**config.mk**
```make
export PLATFORM = sky130hd
export DESIGN_NAME = atkd_diffuse
export DESIGN_NICKNAME = d
export VERILOG_FILES = /design/src/rtl/atkd_pkg.sv /design/src/rtl/atkd_diffuse.sv
export SDC_FILE = /design/constraint.sdc
export NUM_CORES = 1
export LEC_CHECK = 0
export BUFFER_PORTS_ARGS = -buffer_cell sky130_fd_sc_hd__buf_2
export CORE_MARGIN = 2
export CORE_UTILIZATION = 32
export DETAILED_ROUTE_END_ITERATION = 12
export PLACE_DENSITY = 0.62
export SKIP_CTS_REPAIR_TIMING = 1
export SLEW_MARGIN = 20
export SYNTH_ARGS = -nofsm -noshare
export SYNTH_HDL_FRONTEND = slang
export SYNTH_SLANG_ARGS = --single-unit
```
**constraint.sdc**
```tcl
create_clock -name aclk -period 20.3 [get_ports aclk]
set_input_delay 4.06 -clock aclk [delete_from_list [all_inputs] [get_ports aclk]]
set_output_delay 4.06 -clock aclk [all_outputs]
set_load 0.03 [all_outputs]
```
**src/rtl/atkd_pkg.sv**
```systemverilog
// shared types and constants for the atkinson dither unit
package atkd_pkg;

    localparam int MAX_WIDTH_DEF  = 1024;
    localparam int MAX_HEIGHT_DEF = 1024;
    localparam int CFG_DATA_W     = 11;
    localparam int CFG_INDEX_W    = 2;
    localparam int WIDTH_RESET    = 800;
    localparam int HEIGHT_RESET   = 480;
    localparam int PIX_W          = 8;
    localparam int PIX_MAX        = 255;
    localparam int THRESHOLD      = 128;

    typedef enum logic [CFG_INDEX_W-1:0] {
        REG_IMAGE_WIDTH  = 2'd0,
        REG_IMAGE_HEIGHT = 2'd1
    } reg_index_t;

    typedef logic signed [7:0] err_t;
    typedef logic signed [4:0] share_t;

    typedef struct packed {
        logic first_col;
        logic has_right;
        logic has_right2;
        logic has_below;
        logic has_below2;
        logic last_px;
    } pix_ctl_t;

    typedef struct packed {
        logic next_we;
        err_t next_data;
        logic second_we;
        err_t second_data;
    } line_wr_t;

endpackage

```
**src/rtl/atkd_diffuse.sv**
```systemverilog
// threshold, error share and diffusion update, bit packer and output register
module atkd_diffuse #(
    parameter int MAX_WIDTH = atkd_pkg::MAX_WIDTH_DEF
) (
    input  logic                         aclk,
    input  logic                         aresetn,
    input  logic                         restart,
    input  logic                         load,
    input  logic [atkd_pkg::PIX_W-1:0]   pix_in,
    input  logic [$clog2(MAX_WIDTH)-1:0] x_in,
    input  atkd_pkg::pix_ctl_t           ctl_in,
    output logic                         stage_free,
    input  atkd_pkg::err_t               rd_next,
    input  atkd_pkg::err_t               rd_second,
    output atkd_pkg::line_wr_t           wr,
    output logic [$clog2(MAX_WIDTH)-1:0] wr_next_addr,
    output logic [$clog2(MAX_WIDTH)-1:0] wr_second_addr,
    output logic                         m_valid,
    input  logic                         m_ready,
    output logic [7:0]                   m_packed_bits,
    output logic                         m_frame_end
);

    localparam int XW = $clog2(MAX_WIDTH);

    logic                       s1_valid_reg;
    logic [atkd_pkg::PIX_W-1:0] s1_pix_reg;
    logic [XW-1:0]              s1_x_reg;
    atkd_pkg::pix_ctl_t         s1_ctl_reg;

    atkd_pkg::err_t ahead0_reg;
    atkd_pkg::err_t ahead1_reg;
    atkd_pkg::err_t pend_reg;
    logic           hold_valid_reg;
    logic [XW-1:0]  hold_addr_reg;
    atkd_pkg::err_t hold_val_reg;
    logic [7:0]     shift_reg;
    logic [2:0]     cnt_reg;
    logic           m_valid_reg;
    logic [7:0]     m_packed_reg;
    logic           m_frame_end_reg;

    atkd_pkg::err_t      cur_next;
    logic signed [10:0]  acc_sum;
    logic [7:0]          level;
    logic                black;
    logic signed [8:0]   err_val;
    logic signed [8:0]   err_adj;
    atkd_pkg::share_t    q;
    atkd_pkg::err_t      q8;
    atkd_pkg::err_t      q_below;
    atkd_pkg::err_t      base;
    logic                emit;
    logic                commit;
    logic [7:0]          shift_next;
    logic [3:0]          cnt_next;
    logic [2:0]          pad;

    always_comb begin
        // the hold register is newer than the store for its column
        cur_next = (hold_valid_reg && (hold_addr_reg == s1_x_reg)) ? hold_val_reg : rd_next;
        acc_sum  = $signed({3'b000, s1_pix_reg}) + $signed({{3{ahead0_reg[7]}}, ahead0_reg})
                 + $signed({{3{cur_next[7]}}, cur_next});
        if (acc_sum < 0) begin
            level = 8'd0;
        end else if (acc_sum > 11'sd255) begin
            level = 8'(atkd_pkg::PIX_MAX);
        end else begin
            level = acc_sum[7:0];
        end
        black   = level < 8'(atkd_pkg::THRESHOLD);
        err_val = black ? $signed({1'b0, level}) : $signed({1'b0, level}) - 9'sd255;
        // divide by eight toward zero
        err_adj = err_val[8] ? err_val + 9'sd7 : err_val;
        q       = err_adj[7:3];
        q8      = {{3{q[4]}}, q};
        q_below = s1_ctl_reg.has_below ? q8 : '0;
        base    = rd_second + pend_reg + q_below;

        emit    = (cnt_reg == 3'd7) || s1_ctl_reg.last_px;
        commit  = s1_valid_reg && (!emit || !m_valid_reg || m_ready);

        shift_next = {shift_reg[6:0], black};
        cnt_next   = {1'b0, cnt_reg} + 4'd1;
        pad        = 3'(4'd8 - cnt_next);
    end

    always_comb begin
        wr.next_we     = commit && hold_valid_reg;
        wr.next_data   = hold_val_reg
                       + ((!s1_ctl_reg.first_col && s1_ctl_reg.has_below) ? q8 : '0);
        wr.second_we   = commit;
        wr.second_data = s1_ctl_reg.has_below2 ? q8 : '0;
    end

    assign wr_next_addr   = hold_addr_reg;
    assign wr_second_addr = s1_x_reg;
    assign stage_free     = !s1_valid_reg || commit;

    always_ff @(posedge aclk) begin
        if (!aresetn || restart) begin
            s1_valid_reg <= 1'b0;
        end else if (load) begin
            s1_valid_reg <= 1'b1;
        end else if (commit) begin
            s1_valid_reg <= 1'b0;
        end
    end

    always_ff @(posedge aclk) begin
        if (load) begin
            s1_pix_reg <= pix_in;
            s1_x_reg   <= x_in;
            s1_ctl_reg <= ctl_in;
        end
    end

    always_ff @(posedge aclk) begin
        if (!aresetn || restart) begin
            ahead0_reg     <= '0;
            ahead1_reg     <= '0;
            pend_reg       <= '0;
            hold_valid_reg <= 1'b0;
            hold_addr_reg  <= '0;
            hold_val_reg   <= '0;
            shift_reg      <= '0;
            cnt_reg        <= '0;
        end else if (commit) begin
            hold_valid_reg <= 1'b1;
            hold_addr_reg  <= s1_x_reg;
            hold_val_reg   <= base;
            pend_reg       <= (s1_ctl_reg.has_right && s1_ctl_reg.has_below) ? q8 : '0;
            ahead0_reg     <= s1_ctl_reg.has_right ? ahead1_reg + q8 : '0;
            ahead1_reg     <= s1_ctl_reg.has_right2 ? q8 : '0;
            if (emit) begin
                shift_reg <= '0;
                cnt_reg   <= '0;
            end else begin
                shift_reg <= shift_next;
                cnt_reg   <= cnt_next[2:0];
            end
        end
    end

    always_ff @(posedge aclk) begin
        if (!aresetn || restart) begin
            m_valid_reg <= 1'b0;
        end else if (commit && emit) begin
            m_valid_reg <= 1'b1;
        end else if (m_ready) begin
            m_valid_reg <= 1'b0;
        end
    end

    always_ff @(posedge aclk) begin
        if (commit && emit) begin
            m_packed_reg    <= shift_next << pad;
            m_frame_end_reg <= s1_ctl_reg.last_px;
        end
    end

    assign m_valid       = m_valid_reg;
    assign m_packed_bits = m_packed_reg;
    assign m_frame_end   = m_frame_end_reg;

endmodule

```
== Yosys cells after proc, flatten, opt, wreduce, memory -nomap -nowiden ==
Cells that the tools add are included.

* Bits in registers: 88
* Bits in latches: 0
* Bits in writable memories: 0
* ROM bits: 0
* Input port bits: 45
* Output and inout port bits: 49
* Memories: 0

* Add/subtract/negate cells: 10
* Multiply operators: 0
* Div/mod/pow operators: 0
* $lt $le $gt $ge: 3
* Eq/ne operators: 2
* Shift-type cells: 1
* Mux-type cells: 17
* Bitwise logic cells: 0
* Reduce and logical (&&, ||, !) cells: 18

{| class="wikitable"
|+ Operators with widths
! operator !! number
|-
| $mux 8 || 10
|-
| $add 8x8->8 || 4
|-
| $add 10x8->11 || 1
|-
| $gt 11x9->1 const B || 1
|-
| $lt 11x1->1 const B || 1
|-
| $add 9x8->10 || 1
|-
| $eq 10x10->1 || 1
|-
| $mux 9 || 1
|-
| $sub 8x8->9 const B || 1
|-
| $add 8x4->8 const B || 1
|-
| $lt 8x8->1 const B || 1
|-
| $shl 8x3->8 || 1
|-
| $mux 7 || 1
|-
| $logic_and 1x1->1 || 6
|-
| $logic_not 1->1 || 5
|-
| $logic_or 1x1->1 || 5
|-
| $mux 1 || 4
|-
| $reduce_bool 2->1 || 2
|-
| $add 3x1->3 const B || 1
|-
| $eq 3x3->1 const B || 1
|-
| $mux 3 || 1
|-
| $sub 1x3->3 const A || 1
|}

== Longest topological paths before layout ==
Gate-level depths: netlist of run 1.

* Depth in word-level cells: 13
* Mapped depth: 32
* Depth with buffers taken out: 31

== Worst setup path before layout of run 1 ==
No wires, ideal clock.

* Path kind: input to output
* From: input port rd_next[1]
* To: output port wr[16] in the netlist's numbering
* Data arrival time: 9.709 ns
* Data required time: 16.240 ns
* Slack: 6.531 ns
* Stages: 24
* Cell sequence: mux2_2 > fa_1 > ha_1 > fa_1 > a211oi_1 > nor3b_1 > or3_4 > o211ai_2 > buf_2 > o21a_1 > ha_1 > nand2_1 > mux2_2 > o221a_4 > or3_4 > xnor2_2 > nor3b_1 > ha_1 > a21oi_1 > o21bai_1 > a21oi_1 > o21ai_0 > xnor2_1 > xnor2_1

{| class="wikitable"
|+ RTL lines
! element !! line !! RTL
|-
| from (decl) || atkd_diffuse.sv:13 || <nowiki>input atkd_pkg::err_t rd_next,</nowiki>
|-
| to (decl) || atkd_diffuse.sv:15 || <nowiki>output atkd_pkg::line_wr_t wr,</nowiki>
|}

==> results of run 1 <==
-- power breakdown --
group	switching, mW	internal (mW)	leakage, nW
clock	0.0686	0.109	0.157
combinational	0.0893	0.0543	1.75
sequential	0.00514	0.177	0.706
total	0.163	0.340	2.61
-- cell usage in the layout, fill, tap and decap left out, types with 6 or more instances in the layout --
cell	instances
clkbuf_16	9
a21o_1	14
xnor2_1	28
nor3b_1	6
nor2_1	34
nand2_1	59
a21oi_1	51
inv_1	24
ha_1	31
a22oi_1	11
xor2_1	7
fa_1	20
nor2b_1	9
edfxtp_1	33
nand2b_1	6
dfxtp_1	49
nand3_1	7
and2_1	15
mux2_2	7
o21ai_0	9
buf_2	93
-- layout make-up --
type / instances / area [sq um]
fillers: 1662 / 10100
multi-input cells: 406 / 3180
flip-flops and latches: 82 / 1970
repair buffers: 96 / 488
well taps: 220 / 275
clock buffers: 9 / 225
clock inverters: 7 / 98.8
inverters: 24 / 90.1
-- worst reg2reg max path: cells and delay by family, from the launching register on --
kind                     cells  cell delay, ps
adder cells (fa/ha/maj)      7            2500
XOR/XNOR                     3             850
multiplexers                 2             650
AO/OA/AOI/OAI                9            1870
flip-flops                   1             430
buffers and inverters        1             220
AND/OR/NAND/NOR              9            1610
-- per-layer routing --
layer	track usage	vias to the layer above	share of wire	wire length, um
met5	0	-	0	0
met4	0.0414	0	0.015	197
met3	0.0346	13	0.051	653
met2	0.260	101	0.49	6340
met1	0.187	2037	0.44	5670
li1	-	2075	-	-
-- cells in the mapped netlist, drive strengths merged (13+ instances only) --
| library cell | n | area, sq um |
|---|---|---|
| a21o | 14 | 105 |
| a21oi | 52 | 264 |
| and2 | 16 | 103 |
| clkbuf | 14 | 52.6 |
| dfxtp | 49 | 981 |
| edfxtp | 33 | 991 |
| fa | 20 | 400 |
| ha | 31 | 388 |
| inv | 24 | 90.1 |
| nand2 | 60 | 228 |
| nor2 | 34 | 128 |
| o21ai | 13 | 65.1 |
| xnor2 | 29 | 262 |
-- cells by family (layout without fill, tap and decap cells) --
kind of cell	after synthesis	in the layout	share of synthesized area
compound gates	128	128	0.163
xor+xnor	36	36	0.0604
fa+ha+maj	51	51	0.147
buf+inv	48	136	0.0381
flops	82	82	0.369
mux	17	17	0.0468
simple gates	174	174	0.175
-- path summary, 6_finish.rpt --
kind                      from               to  slack, ps  cells past startpoint
max                 rd_next[1]           wr[16]       6000                     26
max reg2reg  wr_second_addr[8]  hold_val_reg[7]      12030                     31
min              ahead0_reg[2]    ahead0_reg[2]        450                      2
min reg2reg      ahead0_reg[2]    ahead0_reg[2]        450                      2
-- metrics by stage --
step	power [mW]	cells	hold WS, ps	setup slack, ps
after floorplan	0.294	536	432	6530
after global placement	0.325	828	446	6260
after detailed placement	0.329	828	448	6010
after CTS	0.509	844	454	6010
after global routing	0.530	844	484	5540
final	0.504	844	455	6000
==> results.sh, run 1 <==
export IMPL_start_kind="primary input"
export IMPL_first_iter_violations=145
export IMPL_viasPerCell=5.01
export IMPL_synth_edf_count=33
export IMPL_max_freq_ghz=0.0699
export IMPL_path_clk_slew_ps=60
export IMPL_worstSkewPairLatency_ps=350
export IMPL_leakage_nw=2.61
export IMPL_clock_skew_ps=7.61
export IMPL_worst_pin_slew_ps=1010
export IMPL_final_hold_violation_count=0
export IMPL_cpPeakStageDelay_ps=540
export IMPL_synth_cells=536
export IMPL_cp_top_family="compound AO/OA/AOI/OAI gates"
export IMPL_final_util=0.384
export IMPL_cap_violations=0
export IMPL_cts_num_sinks=82
export IMPL_dr_pass1_iters=4
export IMPL_rsz0062_at_grt="no"
export IMPL_clock_root_buffer="clkbuf_16"
export IMPL_h_tree_depth=3
export IMPL_grt_pass1_vias=4270
export IMPL_crit_arrival_ps=10240
export IMPL_synthArstFlopShare=0
export IMPL_syn_to_final_growth_pct=18.4
export IMPL_grt_start_max_net_pins=50
export IMPL_crit_type="in2out"
export IMPL_grt_pass1_wl_um=21300
export IMPL_setup_viol=0
export IMPL_io_pins=94
export IMPL_ys_seq_area_frac=0.369
export IMPL_yosysUniqueCellTypes=71
export IMPL_synth_warnings=0
export IMPL_antenna_found_initial=0
export IMPL_path_max_fanout=11
export IMPL_routed_wl_um=12900
export IMPL_synthFlopType="dfxtp_1"
export IMPL_die_h_um=133
export IMPL_design_area_sq_um=6330
export IMPL_nets=715
export IMPL_drtAntennaViolNets=0
export IMPL_ys_ff_latch=82
export IMPL_critPathBufInv=2
export IMPL_vdd_drop_max_mv=0.0440
export IMPL_grt_usage=0.150
export IMPL_die_w_um=133
export IMPL_cts_buffer_depth=2
export IMPL_num_rows=47
export IMPL_place_hpwl_um=9860
export IMPL_status="completed"
export IMPL_overflow=0
export IMPL_drc_errors=0
export IMPL_layout_drive_gt1_share=0.236
export IMPL_diodes=0
export IMPL_post_route_period_util=0.704
export IMPL_cts_made_buffers=9
export IMPL_core_area_sq_um=16500
export IMPL_critPathRequiredTime_ps=16240
export IMPL_power_density_nw_per_um2=79.5
export IMPL_fin_crit_ps=14300
export IMPL_place_congestion=0.846
export IMPL_hold_class="reg2reg"
export IMPL_crit_top_cell="ha_1"
export IMPL_slew_headroom=0.327
export IMPL_start_util=0.325
export IMPL_drv_slew=0
export IMPL_dpl_cell_area_sq_um=6010
export IMPL_vias=4226
export IMPL_wire_per_inst_um=15.2
export IMPL_syn_nets=632
export IMPL_end_kind="output port"
export IMPL_cts_tree="built"
export IMPL_tns_ps=0
export IMPL_placement_io_buffers=93
export IMPL_slowest_stage="xor2_1"
export IMPL_die_area_sq_um=17800
export IMPL_syn_avg_cell_area_sq_um=9.97
export IMPL_synth_area_sq_um=5350
No activity file was read; power rests on OpenSTA's default activity.
==> inputs of run 2 (changes only) <==
- PLACE_DENSITY: 0.62 -> 0.63
- clock period: 20.3 -> 11.9 ns (I/O delays scaled with it)
==> results.sh, run 2 (synthesized netlist as in run 1, its figures left out) <==
export IMPL_final_cell_mix="93 x buf_2, 59 x nand2_1, 51 x a21oi_1, 49 x dfxtp_1, 34 x nor2_1"
export IMPL_place_congestion=0.838
export IMPL_grt_pass1_vias=4119
export IMPL_nets=717
export IMPL_design_area_sq_um=6320
export IMPL_tns_ps=0
export IMPL_holdPathStages=2
export IMPL_dr_pass1_iters=5
export IMPL_fin_crit_ps=10820
export IMPL_clock_root_buffer="clkbuf_16"
export IMPL_r2r_start="wr_second_addr[2]"
export IMPL_wire_per_inst_um=14.5
export IMPL_die_area_sq_um=17800
export IMPL_whs_ps=450
export IMPL_setup_slack_ps=1080
export IMPL_diodes=0
export IMPL_drc_errors=0
export IMPL_end_kind="output port"
export IMPL_worst_pin_slew_ps=829
export IMPL_grt_start_max_net_pins=49
export IMPL_layout_drive_gt1_share=0.238
export IMPL_io_pins=94
export IMPL_max_freq_ghz=0.0925
export IMPL_dpl_cell_area_sq_um=6020
export IMPL_cts_buffer_depth=2
export IMPL_power_density_nw_per_um2=132
export IMPL_r2r_slack_ps=3860
export IMPL_grt_pass1_wl_um=20400
export IMPL_overflow=0
export IMPL_num_rows=47
export IMPL_antenna_found_initial=0
export IMPL_final_common_cell="buf_2"
export IMPL_start_kind="primary input"
export IMPL_cp_startpoint="rd_next[1]"
export IMPL_cap_violations=0
export IMPL_place_hpwl_um=9190
export IMPL_r2r_cells=30
export IMPL_viasPerCell=4.93
export IMPL_first_iter_violations=234
export IMPL_critPathRequiredTime_ps=9520
export IMPL_drv_slew=0
export IMPL_slew_headroom=0.443
export IMPL_reg2reg_to="hold_val_reg[7]"
export IMPL_crit_type="in2out"
export IMPL_leakage_nw=2.61
export IMPL_placement_io_buffers=93
export IMPL_core_area_sq_um=16500
export IMPL_h_tree_depth=3
export IMPL_routed_wl_um=12200
export IMPL_final_hold_violation_count=0
export IMPL_path_max_fanout=11
export IMPL_syn_to_final_growth_pct=18.1
export IMPL_worstSkewPairLatency_ps=350
export IMPL_post_route_period_util=0.909
export IMPL_min_from="ahead0_reg[2]"
export IMPL_vdd_drop_max_mv=0.0694
export IMPL_die_h_um=133
export IMPL_vias=4168
export IMPL_cts_tree="built"
export IMPL_grt_usage=0.145
export IMPL_crit_arrival_ps=8440
export IMPL_cts_made_buffers=9
export IMPL_hold_class="reg2reg"
export IMPL_hold_path_end="ahead0_reg[2]"
export IMPL_rsz0062_at_grt="no"
export IMPL_drtAntennaViolNets=0
export IMPL_clock_skew_ps=11.3
export IMPL_cts_num_sinks=82
export IMPL_dp_slack_ps=1080
export IMPL_start_util=0.325
export IMPL_final_util=0.384
export IMPL_die_w_um=133
export IMPL_status="completed"
export IMPL_setup_viol=0
export IMPL_path_clk_slew_ps=60
-- run 2: cell count changes in the layout (fill, tap and decap cells not counted), sizes merged --
cell,delta
inv,-2
buf,+2
clkinvlp,+1
bufinv,-1
clkinv,+2
-- run 2: final cells by class --
cell class,count,area (sq um)
Clock buffer,9,225
Inverter,24,90.1
Clock inverter,7,68.8
Sequential cell,82,1970
Fill cell,1682,10100
Multi-Input combinational cell,406,3180
Tap cell,220,275
Timing Repair Buffer,98,503
-- run 2: critical path, cell delays in order --
cell and delay (ps):
buf_2 100, mux2_2 260, fa_1 430, ha_1 250, fa_1 430, a211oi_1 400, nor3b_1 120, or3_4 360
o211ai_2 210, o21a_1 170, ha_1 290, nand2_1 80, mux2_2 290, o221a_4 270, or3_4 410, xnor2_2 170
nor3b_1 300, ha_1 320, a21oi_1 230, o21bai_1 90, a21oi_1 210, o21ai_0 150, xnor2_1 180, xnor2_1 130
buf_2 210
-- run 2: metrics by stage --
step	power, mW	cells
detailed placement	0.561	830
global placement	0.560	830
global route	0.881	846
floorplan	0.501	536
CTS	0.843	846
finish	0.832	846
-- run 2: how the worst max path moves through the flow --
| stage | endpoint | slack, ps | cells past startpoint |
|---|---|---|---|
| floorplan | wr[16] | 1490 | 24 |
| global placement | wr[16] | 1160 | 25 |
| detailed placement | wr[16] | 1080 | 25 |
| CTS | wr[16] | 1060 | 25 |
| global route | wr[16] | 580 | 25 |
| finish | wr[16] | 1080 | 25 |
-- run 2: routing by layer --
| metal | part of all wire | track usage |
|---|---|---|
| met2 | 0.45 | 0.230 |
| met4 | 0.025 | 0.0597 |
| met1 | 0.46 | 0.189 |
| met3 | 0.059 | 0.0369 |
| met5 | 0 | 0 |
-- run 2: power breakdown --
part / internal, mW / switching [mW]
logic: 0.0933 / 0.151
clock network: 0.162 / 0.114
registers: 0.303 / 0.00854
total: 0.558 / 0.274
==> inputs of run 3 (changes only) <==
- CORE_UTILIZATION: 32 -> 51
- PLACE_DENSITY: 0.63 -> 0.88
- SKIP_LAST_GASP: not set -> 1
- clock period: 11.9 -> 9.87 ns (I/O delays scaled with it)
==> results.sh, run 3 (synthesized netlist as in run 1, its figures left out) <==
export IMPL_status="completed"
export IMPL_wire_per_inst_um=17.7
export IMPL_drtAntennaViolNets=0
export IMPL_reg2reg_to="hold_val_reg[7]"
export IMPL_cts_buffer_depth=2
export IMPL_dp_cells=752
export IMPL_worstSkewPairLatency_ps=370
export IMPL_first_iter_violations=403
export IMPL_placement_io_buffers=93
export IMPL_drc_errors=0
export IMPL_whs_ps=466
export IMPL_tns_ps=0
export IMPL_leakage_nw=2.59
export IMPL_start_kind="primary input"
export IMPL_final_common_cell="buf_2"
export IMPL_core_area_sq_um=10200
export IMPL_clock_skew_ps=9.80
export IMPL_overflow=0
export IMPL_r2r_cells=30
export IMPL_wl_met2_um=6640
export IMPL_clock_root_buffer="clkbuf_8"
export IMPL_power_density_nw_per_um2=149
export IMPL_grt_pass1_vias=4416
export IMPL_holdPathStages=2
export IMPL_worst_pin_slew_ps=811
export IMPL_path_max_fanout=4
export IMPL_crit_top_cell="ha_1"
export IMPL_vdd_drop_max_mv=0.142
export IMPL_layout_drive_gt1_share=0.248
export IMPL_hold_path_end="ahead1_reg[3]"
export IMPL_critPathRequiredTime_ps=7900
export IMPL_die_w_um=106
export IMPL_grt_start_max_net_pins=50
export IMPL_cts_num_sinks=82
export IMPL_wirelength_met1_um=5540
export IMPL_final_util=0.602
export IMPL_start_util=0.523
export IMPL_hold_class="reg2reg"
export IMPL_setup_viol=0
export IMPL_max_freq_ghz=0.104
export IMPL_end_kind="output port"
export IMPL_dr_max_layer_used="met4"
export IMPL_grt_pass1_wl_um=22000
export IMPL_cpPeakStageDelay_ps=440
export IMPL_final_cell_mix="93 x buf_2, 59 x nand2_1, 49 x a21oi_1, 49 x dfxtp_1, 34 x nor2_1"
export IMPL_min_from="ahead1_reg[3]"
export IMPL_nets=723
export IMPL_h_tree_depth=3
export IMPL_crit_arrival_ps=7610
export IMPL_instances_no_fill=768
export IMPL_drv_slew=0
export IMPL_place_congestion=0.887
export IMPL_antenna_found_initial=0
export IMPL_grt_usage=0.250
export IMPL_cts_tree="built"
export IMPL_io_pins=94
export IMPL_slew_headroom=0.456
export IMPL_routed_wl_um=13600
export IMPL_r2r_start="wr_second_addr[7]"
export IMPL_crit_type="in2out"
export IMPL_viasPerCell=5.89
export IMPL_syn_to_final_growth_pct=15.1
export IMPL_rsz0062_at_grt="no"
export IMPL_path_clk_slew_ps=70
export IMPL_cts_made_buffers=9
export IMPL_post_route_period_util=0.971
export IMPL_vias=4527
export IMPL_dr_pass1_iters=5
export IMPL_slowest_stage="fa_1"
export IMPL_num_rows=37
export IMPL_fin_crit_ps=9590
export IMPL_place_hpwl_um=10400
export IMPL_dr_wl_met3_um=1010
export IMPL_final_hold_violation_count=0
export IMPL_diodes=0
export IMPL_cap_violations=0
export IMPL_r2r_slack_ps=2080
export IMPL_die_area_sq_um=11300
export IMPL_die_h_um=106
-- run 3: changes by cell type in the layout (fill, tap and decap cells not counted), sizes merged --
cell	before	now
clkinvlp	2	1
inv	25	24
clkbuf	9	12
buf	98	104
bufinv	1	0
-- run 3: per-layer routing --
layer,vias to the layer above,GRT usage
li1,2112,-
met1,2168,0.322
met2,204,0.408
met3,43,0.0589
met4,0,0.0949
met5,-,0
-- run 3: cell type report --
cell class                 instances  area, sq um
fill                             819         4080
clock buffer                      12          156
timing repair buffer             104          548
sequential                        82         1970
clock inverter                     4         26.3
inverter                          24         90.1
multi-input combinational        406         3190
tap                              136          170
-- run 3: metrics by stage --
stage / area [sq um] / total power, mW / setup WS, ps
after floorplan: 5350 / 0.604 / 273
after detailed placement: 5950 / 0.686 / 173
after global placement: 5950 / 0.675 / 349
after CTS: 6140 / 0.913 / 166
final: 6160 / 0.920 / 281
after global routing: 6160 / 0.965 / 44.3
-- run 3: how the worst max path moves through the flow --
stage,start,endpoint,slack (ps),cells after the start
6_report,rd_next[1],wr[16],280,25
5_1_grt,rd_next[1],wr[16],40,25
4_1_cts,rd_next[1],wr[16],170,25
3_5_place_dp,rd_next[1],wr[16],170,26
3_3_place_gp,rd_next[1],wr[16],350,25
2_1_floorplan,rd_next[1],wr[16],270,24
-- run 3: critical path: cells and delay by family --
family,cells,cell delay (ps)
adders and majority gates,5,1600
AOI/OAI and AO/OA,8,1450
and+or+nand+nor,5,1170
muxes,2,560
xor gates and xnor gates,3,550
buffers and inverters,2,320
-- run 3: power by group --
part,internal (mW),leakage (nW),switching (mW)
sequential,0.364,0.706,0.0113
clock,0.106,0.0915,0.125
combinational,0.120,1.79,0.193
